**src/design/cct_pkg.sv**
```systemverilog
`timescale 1ns / 1ps
// Shared types and constants for the complex coefficient threshold core.
// Used by cct_csub and complex_coefficient_threshold_core; no dependencies.
package cct_pkg;

    // default for the highest degree that is still thresholded
    localparam int MAX_DEGREE_DEF = 4095;

    // width of the shared compare-subtract unit (root and division remainders)
    localparam int W_REM = 34;

    // result of one compare-subtract step
    typedef struct packed {
        logic             ge;
        logic [W_REM-1:0] diff;
    } t_csub_res;

endpackage

```
**src/design/complex_coefficient_threshold_core.sv**
```systemverilog
`timescale 1ns / 1ps
// Complex coefficient threshold core: top level, sequencer and datapath.
// Depends on cct_pkg and cct_csub.
//
// Usage:
//   Input beats arrive on s_tvalid/s_tready. s_tdata carries, from bit 0 up,
//   degree (12), re_in (32), im_in (32), zero fill to 80 bits; s_tuser is the
//   first flag, which clears the kept count and maximum degree before the beat.
//   One result beat leaves on m_tvalid/m_tready per input beat, in order.
//   Configuration: write i_cfg_data to register i_cfg_idx (0 mode, 1 threshold)
//   while i_cfg_we is high; write only while the core is idle.
// Timing:
//   Hard mode and untouched degrees go through S_CLASSIFY and S_DONE to the result
//   register. Soft mode goes through the squares, the sum, 32 root digits, the
//   check and two 32-step divisions, with the multiplier and load steps around
//   them, all on the single compare-subtract unit. s_tready is high only while
//   the sequencer is idle, so one beat is in work at a time.
// Reset and stall:
//   Synchronous active-low reset clears mode, threshold, accumulators and the
//   output valid. A finished result waits in the output register; the core
//   takes the next input beat while it waits, and holds a later result in its
//   final state until the receiver frees the register.
module complex_coefficient_threshold_core #(
    parameter int MAX_DEGREE = cct_pkg::MAX_DEGREE_DEF
) (
    input  logic          i_clk,
    input  logic          i_rst_n,
    // degree [11:0], re_in [43:12], im_in [75:44], zero [79:76]
    input  logic          s_tvalid,
    output logic          s_tready,
    input  logic [79:0]   s_tdata,
    // first [0]
    input  logic          s_tuser,
    // re_out [31:0], im_out [63:32], kept_count [87:64], max_kept_degree [99:88],
    // zero [103:100]
    output logic          m_tvalid,
    input  logic          m_tready,
    output logic [103:0]  m_tdata,
    input  logic          i_cfg_we,
    input  logic          i_cfg_idx,
    input  logic [30:0]   i_cfg_data
);

    localparam logic CFG_MODE      = 1'b0;
    localparam logic CFG_THRESHOLD = 1'b1;
    localparam logic MODE_HARD     = 1'b0;
    localparam logic [23:0] COUNT_MAX = 24'hFF_FFFF;

    typedef enum logic [3:0] {
        S_IDLE, S_CLASSIFY, S_SQ_RE, S_SQ_IM, S_SUM, S_SQRT, S_CHECK,
        S_MUL_RE, S_LD_RE, S_DIV_RE, S_MUL_IM, S_LD_IM, S_DIV_IM, S_STORE_IM, S_DONE
    } t_state;

    t_state         r_state;
    logic           r_mode;
    logic [30:0]    r_thr;
    logic [23:0]    r_count;
    logic [11:0]    r_maxdeg;

    // item in work
    logic           r_first;
    logic [11:0]    r_deg;
    logic [31:0]    r_re_raw;
    logic [31:0]    r_im_raw;

    // datapath
    logic [63:0]    r_prod;
    logic [63:0]    r_x;
    logic [33:0]    r_rem;
    logic [31:0]    r_q;
    logic [31:0]    r_m;
    logic [31:0]    r_k;
    logic [4:0]     r_step;
    logic [31:0]    r_re_res;
    logic [31:0]    r_im_res;
    logic [1:0]     r_add;
    logic           r_keep;

    // output register
    logic           r_m_valid;
    logic [31:0]    r_out_re;
    logic [31:0]    r_out_im;
    logic [23:0]    r_out_cnt;
    logic [11:0]    r_out_deg;

    logic [31:0]    w_re_mag;
    logic [31:0]    w_im_mag;
    logic           w_deg_ok;
    logic           w_re_keep;
    logic           w_im_keep;
    logic [31:0]    w_mul_a;
    logic [31:0]    w_mul_b;
    logic [63:0]    w_prod;
    logic [33:0]    w_cs_a;
    logic [33:0]    w_cs_b;
    cct_pkg::t_csub_res w_cs;
    logic [33:0]    w_rem_next;
    logic [31:0]    w_q_next;
    logic [23:0]    w_cnt_base;
    logic [11:0]    w_deg_base;
    logic [24:0]    w_cnt_sum;
    logic           w_out_free;

    function automatic logic [31:0] f_sign(input logic [31:0] mag, input logic neg);
        return neg ? (~mag + 32'd1) : mag;
    endfunction

    // magnitudes; -2^31 maps to 2^31, which still fits unsigned
    assign w_re_mag  = f_sign(r_re_raw, r_re_raw[31]);
    assign w_im_mag  = f_sign(r_im_raw, r_im_raw[31]);
    assign w_deg_ok  = (r_deg != 12'd0) && ({4'd0, r_deg} <= 16'(MAX_DEGREE));
    assign w_re_keep = ~(w_re_mag < {1'b0, r_thr});
    assign w_im_keep = ~(w_im_mag < {1'b0, r_thr});

    // shared multiplier: squares first, then part times (M - T)
    always_comb begin
        case (r_state)
            S_SQ_RE: begin
                w_mul_a = w_re_mag;
                w_mul_b = w_re_mag;
            end
            S_SQ_IM: begin
                w_mul_a = w_im_mag;
                w_mul_b = w_im_mag;
            end
            S_MUL_RE: begin
                w_mul_a = w_re_mag;
                w_mul_b = r_k;
            end
            default: begin
                w_mul_a = w_im_mag;
                w_mul_b = r_k;
            end
        endcase
    end

    assign w_prod = {32'd0, w_mul_a} * {32'd0, w_mul_b};

    // shared compare-subtract: root digit (two radicand bits in) or quotient bit
    always_comb begin
        if (r_state == S_SQRT) begin
            w_cs_a = {r_rem[31:0], r_x[63:62]};
            w_cs_b = {r_q, 2'b01};
        end else begin
            w_cs_a = {r_rem[32:0], r_x[63]};
            w_cs_b = {2'b00, r_m};
        end
    end

    cct_csub u_csub (
        .i_a   (w_cs_a),
        .i_b   (w_cs_b),
        .o_res (w_cs)
    );

    assign w_rem_next = w_cs.ge ? w_cs.diff : w_cs_a;
    assign w_q_next   = {r_q[30:0], w_cs.ge};

    // accumulators after the optional clear, then the saturating add
    assign w_cnt_base = r_first ? 24'd0 : r_count;
    assign w_deg_base = r_first ? 12'd0 : r_maxdeg;
    assign w_cnt_sum  = {1'b0, w_cnt_base} + {23'd0, r_add};
    assign w_out_free = ~r_m_valid | m_tready;

    assign s_tready = (r_state == S_IDLE);
    assign m_tvalid = r_m_valid;
    assign m_tdata  = {4'd0, r_out_deg, r_out_cnt, r_out_im, r_out_re};

    always_ff @(posedge i_clk) begin
        if (!i_rst_n) begin
            r_state   <= S_IDLE;
            r_mode    <= MODE_HARD;
            r_thr     <= '0;
            r_count   <= '0;
            r_maxdeg  <= '0;
            r_m_valid <= 1'b0;
        end else begin
            if (i_cfg_we) begin
                case (i_cfg_idx)
                    CFG_MODE:      r_mode <= i_cfg_data[0];
                    CFG_THRESHOLD: r_thr  <= i_cfg_data;
                    default:       ;
                endcase
            end

            // drop the result once the receiver takes it, unless a new one lands
            if (r_m_valid && m_tready && (r_state != S_DONE)) begin
                r_m_valid <= 1'b0;
            end

            case (r_state)
                S_IDLE: begin
                    if (s_tvalid) begin
                        r_first  <= s_tuser;
                        r_deg    <= s_tdata[11:0];
                        r_re_raw <= s_tdata[43:12];
                        r_im_raw <= s_tdata[75:44];
                        r_state  <= S_CLASSIFY;
                    end
                end
                S_CLASSIFY: begin
                    if (!w_deg_ok) begin
                        // pass through, not counted
                        r_re_res <= r_re_raw;
                        r_im_res <= r_im_raw;
                        r_add    <= 2'd0;
                        r_keep   <= 1'b0;
                        r_state  <= S_DONE;
                    end else if (r_mode == MODE_HARD) begin
                        r_re_res <= w_re_keep ? r_re_raw : 32'd0;
                        r_im_res <= w_im_keep ? r_im_raw : 32'd0;
                        r_add    <= {1'b0, w_re_keep} + {1'b0, w_im_keep};
                        r_keep   <= w_re_keep | w_im_keep;
                        r_state  <= S_DONE;
                    end else begin
                        r_state  <= S_SQ_RE;
                    end
                end
                S_SQ_RE: begin
                    r_prod  <= w_prod;
                    r_state <= S_SQ_IM;
                end
                S_SQ_IM: begin
                    r_prod  <= w_prod;
                    r_x     <= r_prod;
                    r_state <= S_SUM;
                end
                S_SUM: begin
                    r_x     <= r_x + r_prod;
                    r_rem   <= '0;
                    r_q     <= '0;
                    r_step  <= '0;
                    r_state <= S_SQRT;
                end
                S_SQRT: begin
                    r_rem  <= w_rem_next;
                    r_q    <= w_q_next;
                    r_x    <= {r_x[61:0], 2'b00};
                    r_step <= r_step + 5'd1;
                    if (r_step == 5'd31) begin
                        r_state <= S_CHECK;
                    end
                end
                S_CHECK: begin
                    if (r_q == 32'd0 || {1'b0, r_thr} > r_q) begin
                        r_re_res <= '0;
                        r_im_res <= '0;
                        r_add    <= 2'd0;
                        r_keep   <= 1'b0;
                        r_state  <= S_DONE;
                    end else begin
                        r_m     <= r_q;
                        r_k     <= r_q - {1'b0, r_thr};
                        r_add   <= 2'd1;
                        r_keep  <= 1'b1;
                        r_state <= S_MUL_RE;
                    end
                end
                S_MUL_RE: begin
                    r_prod  <= w_prod;
                    r_state <= S_LD_RE;
                end
                S_LD_RE, S_LD_IM: begin
                    // quotient fits 32 bits, so the high half is already below M
                    r_rem   <= {2'b00, r_prod[63:32]};
                    r_x     <= {r_prod[31:0], 32'd0};
                    r_q     <= '0;
                    r_step  <= '0;
                    r_state <= (r_state == S_LD_RE) ? S_DIV_RE : S_DIV_IM;
                end
                S_DIV_RE, S_DIV_IM: begin
                    r_rem  <= w_rem_next;
                    r_q    <= w_q_next;
                    r_x    <= {r_x[62:0], 1'b0};
                    r_step <= r_step + 5'd1;
                    if (r_step == 5'd31) begin
                        r_state <= (r_state == S_DIV_RE) ? S_MUL_IM : S_STORE_IM;
                    end
                end
                S_MUL_IM: begin
                    r_re_res <= f_sign(r_q, r_re_raw[31]);
                    r_prod   <= w_prod;
                    r_state  <= S_LD_IM;
                end
                S_STORE_IM: begin
                    r_im_res <= f_sign(r_q, r_im_raw[31]);
                    r_state  <= S_DONE;
                end
                S_DONE: begin
                    // hold until the output register is free
                    if (w_out_free) begin
                        r_count   <= w_cnt_sum[24] ? COUNT_MAX : w_cnt_sum[23:0];
                        r_maxdeg  <= (r_keep && r_deg > w_deg_base) ? r_deg : w_deg_base;
                        r_out_re  <= r_re_res;
                        r_out_im  <= r_im_res;
                        r_out_cnt <= w_cnt_sum[24] ? COUNT_MAX : w_cnt_sum[23:0];
                        r_out_deg <= (r_keep && r_deg > w_deg_base) ? r_deg : w_deg_base;
                        r_m_valid <= 1'b1;
                        r_state   <= S_IDLE;
                    end
                end
                default: begin
                    r_state <= S_IDLE;
                end
            endcase
        end
    end

    // one beat in work at a time
    a_single_item: assert property (@(posedge i_clk) disable iff (!i_rst_n)
        s_tvalid && s_tready |=> !s_tready)
        else $error("input accepted while an item is in work");

    // a finished item lands in the output register and frees the input
    a_result_loads: assert property (@(posedge i_clk) disable iff (!i_rst_n)
        (r_state == S_DONE) && w_out_free |=> m_tvalid && s_tready)
        else $error("finished item did not reach the output register");

    // restoring division keeps the partial remainder below the divisor
    a_div_rem: assert property (@(posedge i_clk) disable iff (!i_rst_n)
        (r_state == S_DIV_RE) || (r_state == S_DIV_IM) |-> r_rem < {2'b00, r_m})
        else $error("division remainder not below modulus");

    // root remainder never exceeds twice the partial root
    a_sqrt_rem: assert property (@(posedge i_clk) disable iff (!i_rst_n)
        (r_state == S_SQRT) |-> r_rem <= {1'b0, r_q, 1'b0})
        else $error("square root remainder out of range");

endmodule

```
**src/design/cct_csub.sv**
```systemverilog
`timescale 1ns / 1ps
// Shared compare-subtract unit: one digit step of the square root and the divider.
// Depends on cct_pkg.
module cct_csub (
    input  logic [cct_pkg::W_REM-1:0] i_a,
    input  logic [cct_pkg::W_REM-1:0] i_b,
    output cct_pkg::t_csub_res        o_res
);

    logic [cct_pkg::W_REM:0] w_diff;

    // borrow out of the extended subtract means a < b
    assign w_diff     = {1'b0, i_a} - {1'b0, i_b};
    assign o_res.ge   = ~w_diff[cct_pkg::W_REM];
    assign o_res.diff = w_diff[cct_pkg::W_REM-1:0];

endmodule
```
**config.mk**
```make
export PLATFORM = sky130hd
export DESIGN_NAME = complex_coefficient_threshold_core
export DESIGN_NICKNAME = d
export VERILOG_FILES = /design/src/design/cct_pkg.sv /design/src/design/complex_coefficient_threshold_core.sv /design/src/design/cct_csub.sv
export SDC_FILE = /design/constraint.sdc
export NUM_CORES = 2
export LEC_CHECK = 0
export BUFFER_PORTS_ARGS = -buffer_cell sky130_fd_sc_hd__buf_2
export CORE_MARGIN = 2
export CORE_UTILIZATION = 59
export DETAILED_ROUTE_END_ITERATION = 7
export PLACE_DENSITY = 0.78
export SYNTH_ARGS = -nofsm -noshare
export SYNTH_HDL_FRONTEND = slang
export SYNTH_HIERARCHICAL = 1
export SYNTH_SLANG_ARGS = --single-unit
export TNS_END_PERCENT = 100
```
**constraint.sdc**
```tcl
create_clock -name i_clk -period 10 [get_ports i_clk]
set_clock_uncertainty 0.1 [all_clocks]
set_input_delay 2 -clock i_clk [delete_from_list [all_inputs] [get_ports i_clk]]
set_output_delay 2 -clock i_clk [all_outputs]
set_load 0.05 [all_outputs]
```
==> qor.yml <==
status:
  outcome: "finished with violations"
  violations_in_the_final_reports: "DRC, setup timing"
sta:
  setup_viol: 15
  timing.slew.headroom_pct: 7.16
  layout_min_cycle_time_ps: 10200
  finalHoldViolations: 0
  tightest_slew_ps: 1390
  setup_repair_after_global_routing_missed_its_margin: "yes"
  whs_ps: 263
  max_freq_ghz: 0.0981
  final_critical_path_setup_slack_ps: -199
  fin_crit_share_pct: 102
  final_max_tran_viols: 0
synth:
  postSynthAreaPerCell_um2: 9.34
  synthesis.instances: 7252
  ys_warn_count: 6
  mappedNetlistArea_um2: 67700
final_layout:
  largestRegisters: "r_prod: 64 flops, r_x: 64 flops, r_rem: 33 flops"
  post_route_cells_drive_above_1_share_pct: 16.4
  area_growth_pct: 16.0
  postLayoutCellArea_um2: 78600
  filler_cell_count: 8577
  num-nets-final: 9258
placement:
  port_buffer_cells: 215
  dpl-instance-area_um2: 74700
  gp_congestion: 1.10
  dp.final_hpwl_um: 181000
setup_path:
  critical_path.max_fanout: 8
  critical_path.endpoint: "r_prod[50]"
  setup.worst_path.class: "flip-flop to flip-flop"
  worst-r2r-cell-count: 29
  timing.critical_path.slowest_stage_cell: "fa_1"
  setup.worst_path.start: "r_im_raw[2]"
  r2r_start: "r_im_raw[2]"
  regToRegSetupSlack_ps: -200
  arrival_time_worst_endpoint_ps: 10530
  rr_endpoint: "r_prod[50]"
  start_kind: "flip-flop"
  worstPathRequired_ps: 10330
  worst_setup_ep_type: "flip-flop"
  cpPeakStageDelay_ps: 630
  crit_path_frequent_cell: "fa_1"
run:
  drv_cap: 0
global_routing:
  grt.overflow.total: 0
  antenna_found_initial: 6
  grt_pass1_wl_um: 345000
  grt_util_all_layers_pct: 39.1
  vias_in_the_first_global_route: 57900
  largest_net_degree_at_the_start_of_global_routing: 133
routing:
  drtAntennaViolNets: 0
  first_iter_violations: 6878
  wl_per_cell_um: 24.6
  vias: 57600
  drt_wl_total_um: 230000
  route.detailed.vias_per_inst: 6.17
  drt_drc_violations_left: 15
  drt-pass1-iter-count: 8
floorplan:
  fp.dieW_um: 343
  floorplan.die.height_um: 343
  floorplan.initialDensity_pct: 59.4
  fp.coreArea_um2: 114000
  ios: 224
  dieArea_um2: 117000
  rows: 124
cts:
  clkSlewWorstSetupHoldPaths_ps: 60
  cts_made_buffers: 61
  insertion_delay_ps: 700
  ctsHtreeMaxLevel: 2
  clock_path_buffers: 3
  cts_root_buffer: "clkbuf_16"
  clock_sinks: 579
  clock_tree_from_tritoncts: "built"
worst_hold_path:
  worstHoldPathType: "flip-flop to flip-flop"
[worst max-delay path, delay by kind of cell, from the launching register on]
| kind | cells | cell delay [ps] |
|---|---|---|
| XOR/XNOR | 2 | 360 |
| buffers and inverters | 3 | 500 |
| flip-flops | 1 | 390 |
| AND/OR/NAND/NOR | 7 | 2450 |
| AO/OA/AOI/OAI | 8 | 1810 |
| adder cells (fa/ha/maj) | 9 | 4300 |
[layer usage]
| layer | vias to the layer above | share of wire, % | routed length [um] | GRT usage [%] |
|---|---|---|---|---|
| met2 | 3752 | 43 | 98400 | 57.8 |
| li1 | 24800 | - | - | - |
| met4 | 2 | 6.7 | 15400 | 21.4 |
| met1 | 28200 | 37 | 84400 | 51.2 |
| met3 | 824 | 14 | 31300 | 12.4 |
| met5 | - | 0.0070 | 16 | 0 |
[worst min-delay path by stage]
stage	from	to	slack [ps]	depth (start not counted)
global route	r_im_res[29]	r_out_im[29]	270	0
floorplan	r_im_res[0]	r_out_im[0]	300	0
CTS	r_im_res[29]	r_out_im[29]	250	0
finish	r_im_res[29]	r_out_im[29]	260	0
detailed placement	r_im_res[30]	r_out_im[30]	300	0
global placement	r_re_res[23]	r_out_re[23]	300	0
[cell usage in the layout (no fill, tap or decap), drive strengths merged, types with 33 or more instances in the layout]
master	count
inv	1107
nand2	977
fa	900
buf	830
nor2	714
edfxtp	506
ha	472
o21ai	261
a21oi	256
xnor2	176
a21o	152
xor2	137
and2	87
nor3	75
dfxtp	73
nand3	72
clkbuf	71
mux2	67
o21a	63
a222oi	62
nand2b	60
mux2i	52
nand4	48
nor2b	42
o31ai	41
o211ai	39
and3	39
a31o	35
a31oi	33
[per-stage QoR]
| stage | setup TNS [ps] | utilization [%] | setup slack (ps) | instances |
|---|---|---|---|---|
| 2_1_floorplan | -9.41 | - | -9.41 | 7255 |
| 3_3_place_gp | -5640 | 65.5 | -458 | 9175 |
| 3_5_place_dp | -9060 | 65.5 | -600 | 9175 |
| 4_1_cts | -166 | 68.0 | -62.4 | 9310 |
| 5_1_grt | -6290 | 68.9 | -465 | 9331 |
| 6_report | -1590 | 68.9 | -199 | 9335 |
[timing repair]
action / CTS / global route
gates resized for setup: 130 / 167
pin swaps: 48 / 79
buffers inserted: 20 / 23
endpoints found under the setup margin: 28 / 30
hold buffers: 0 / 0
gates cloned: 1 / 0
[cell type report]
type	count	area (um2)	area share [%]
flip-flops and latches	579	16700	21.2
repair buffers	831	6800	8.65
multi-input cells	5196	46900	59.7
clock buffers	71	1560	1.99
diodes	4	10.0	0.0127
clock inverters	43	579	0.737
inverters	1099	4130	5.25
well taps	1512	1890	2.41
Power is left out: the tool's default activity adds up to more than one toggle a clock period on the data nets, which glitch-free logic cannot reach.
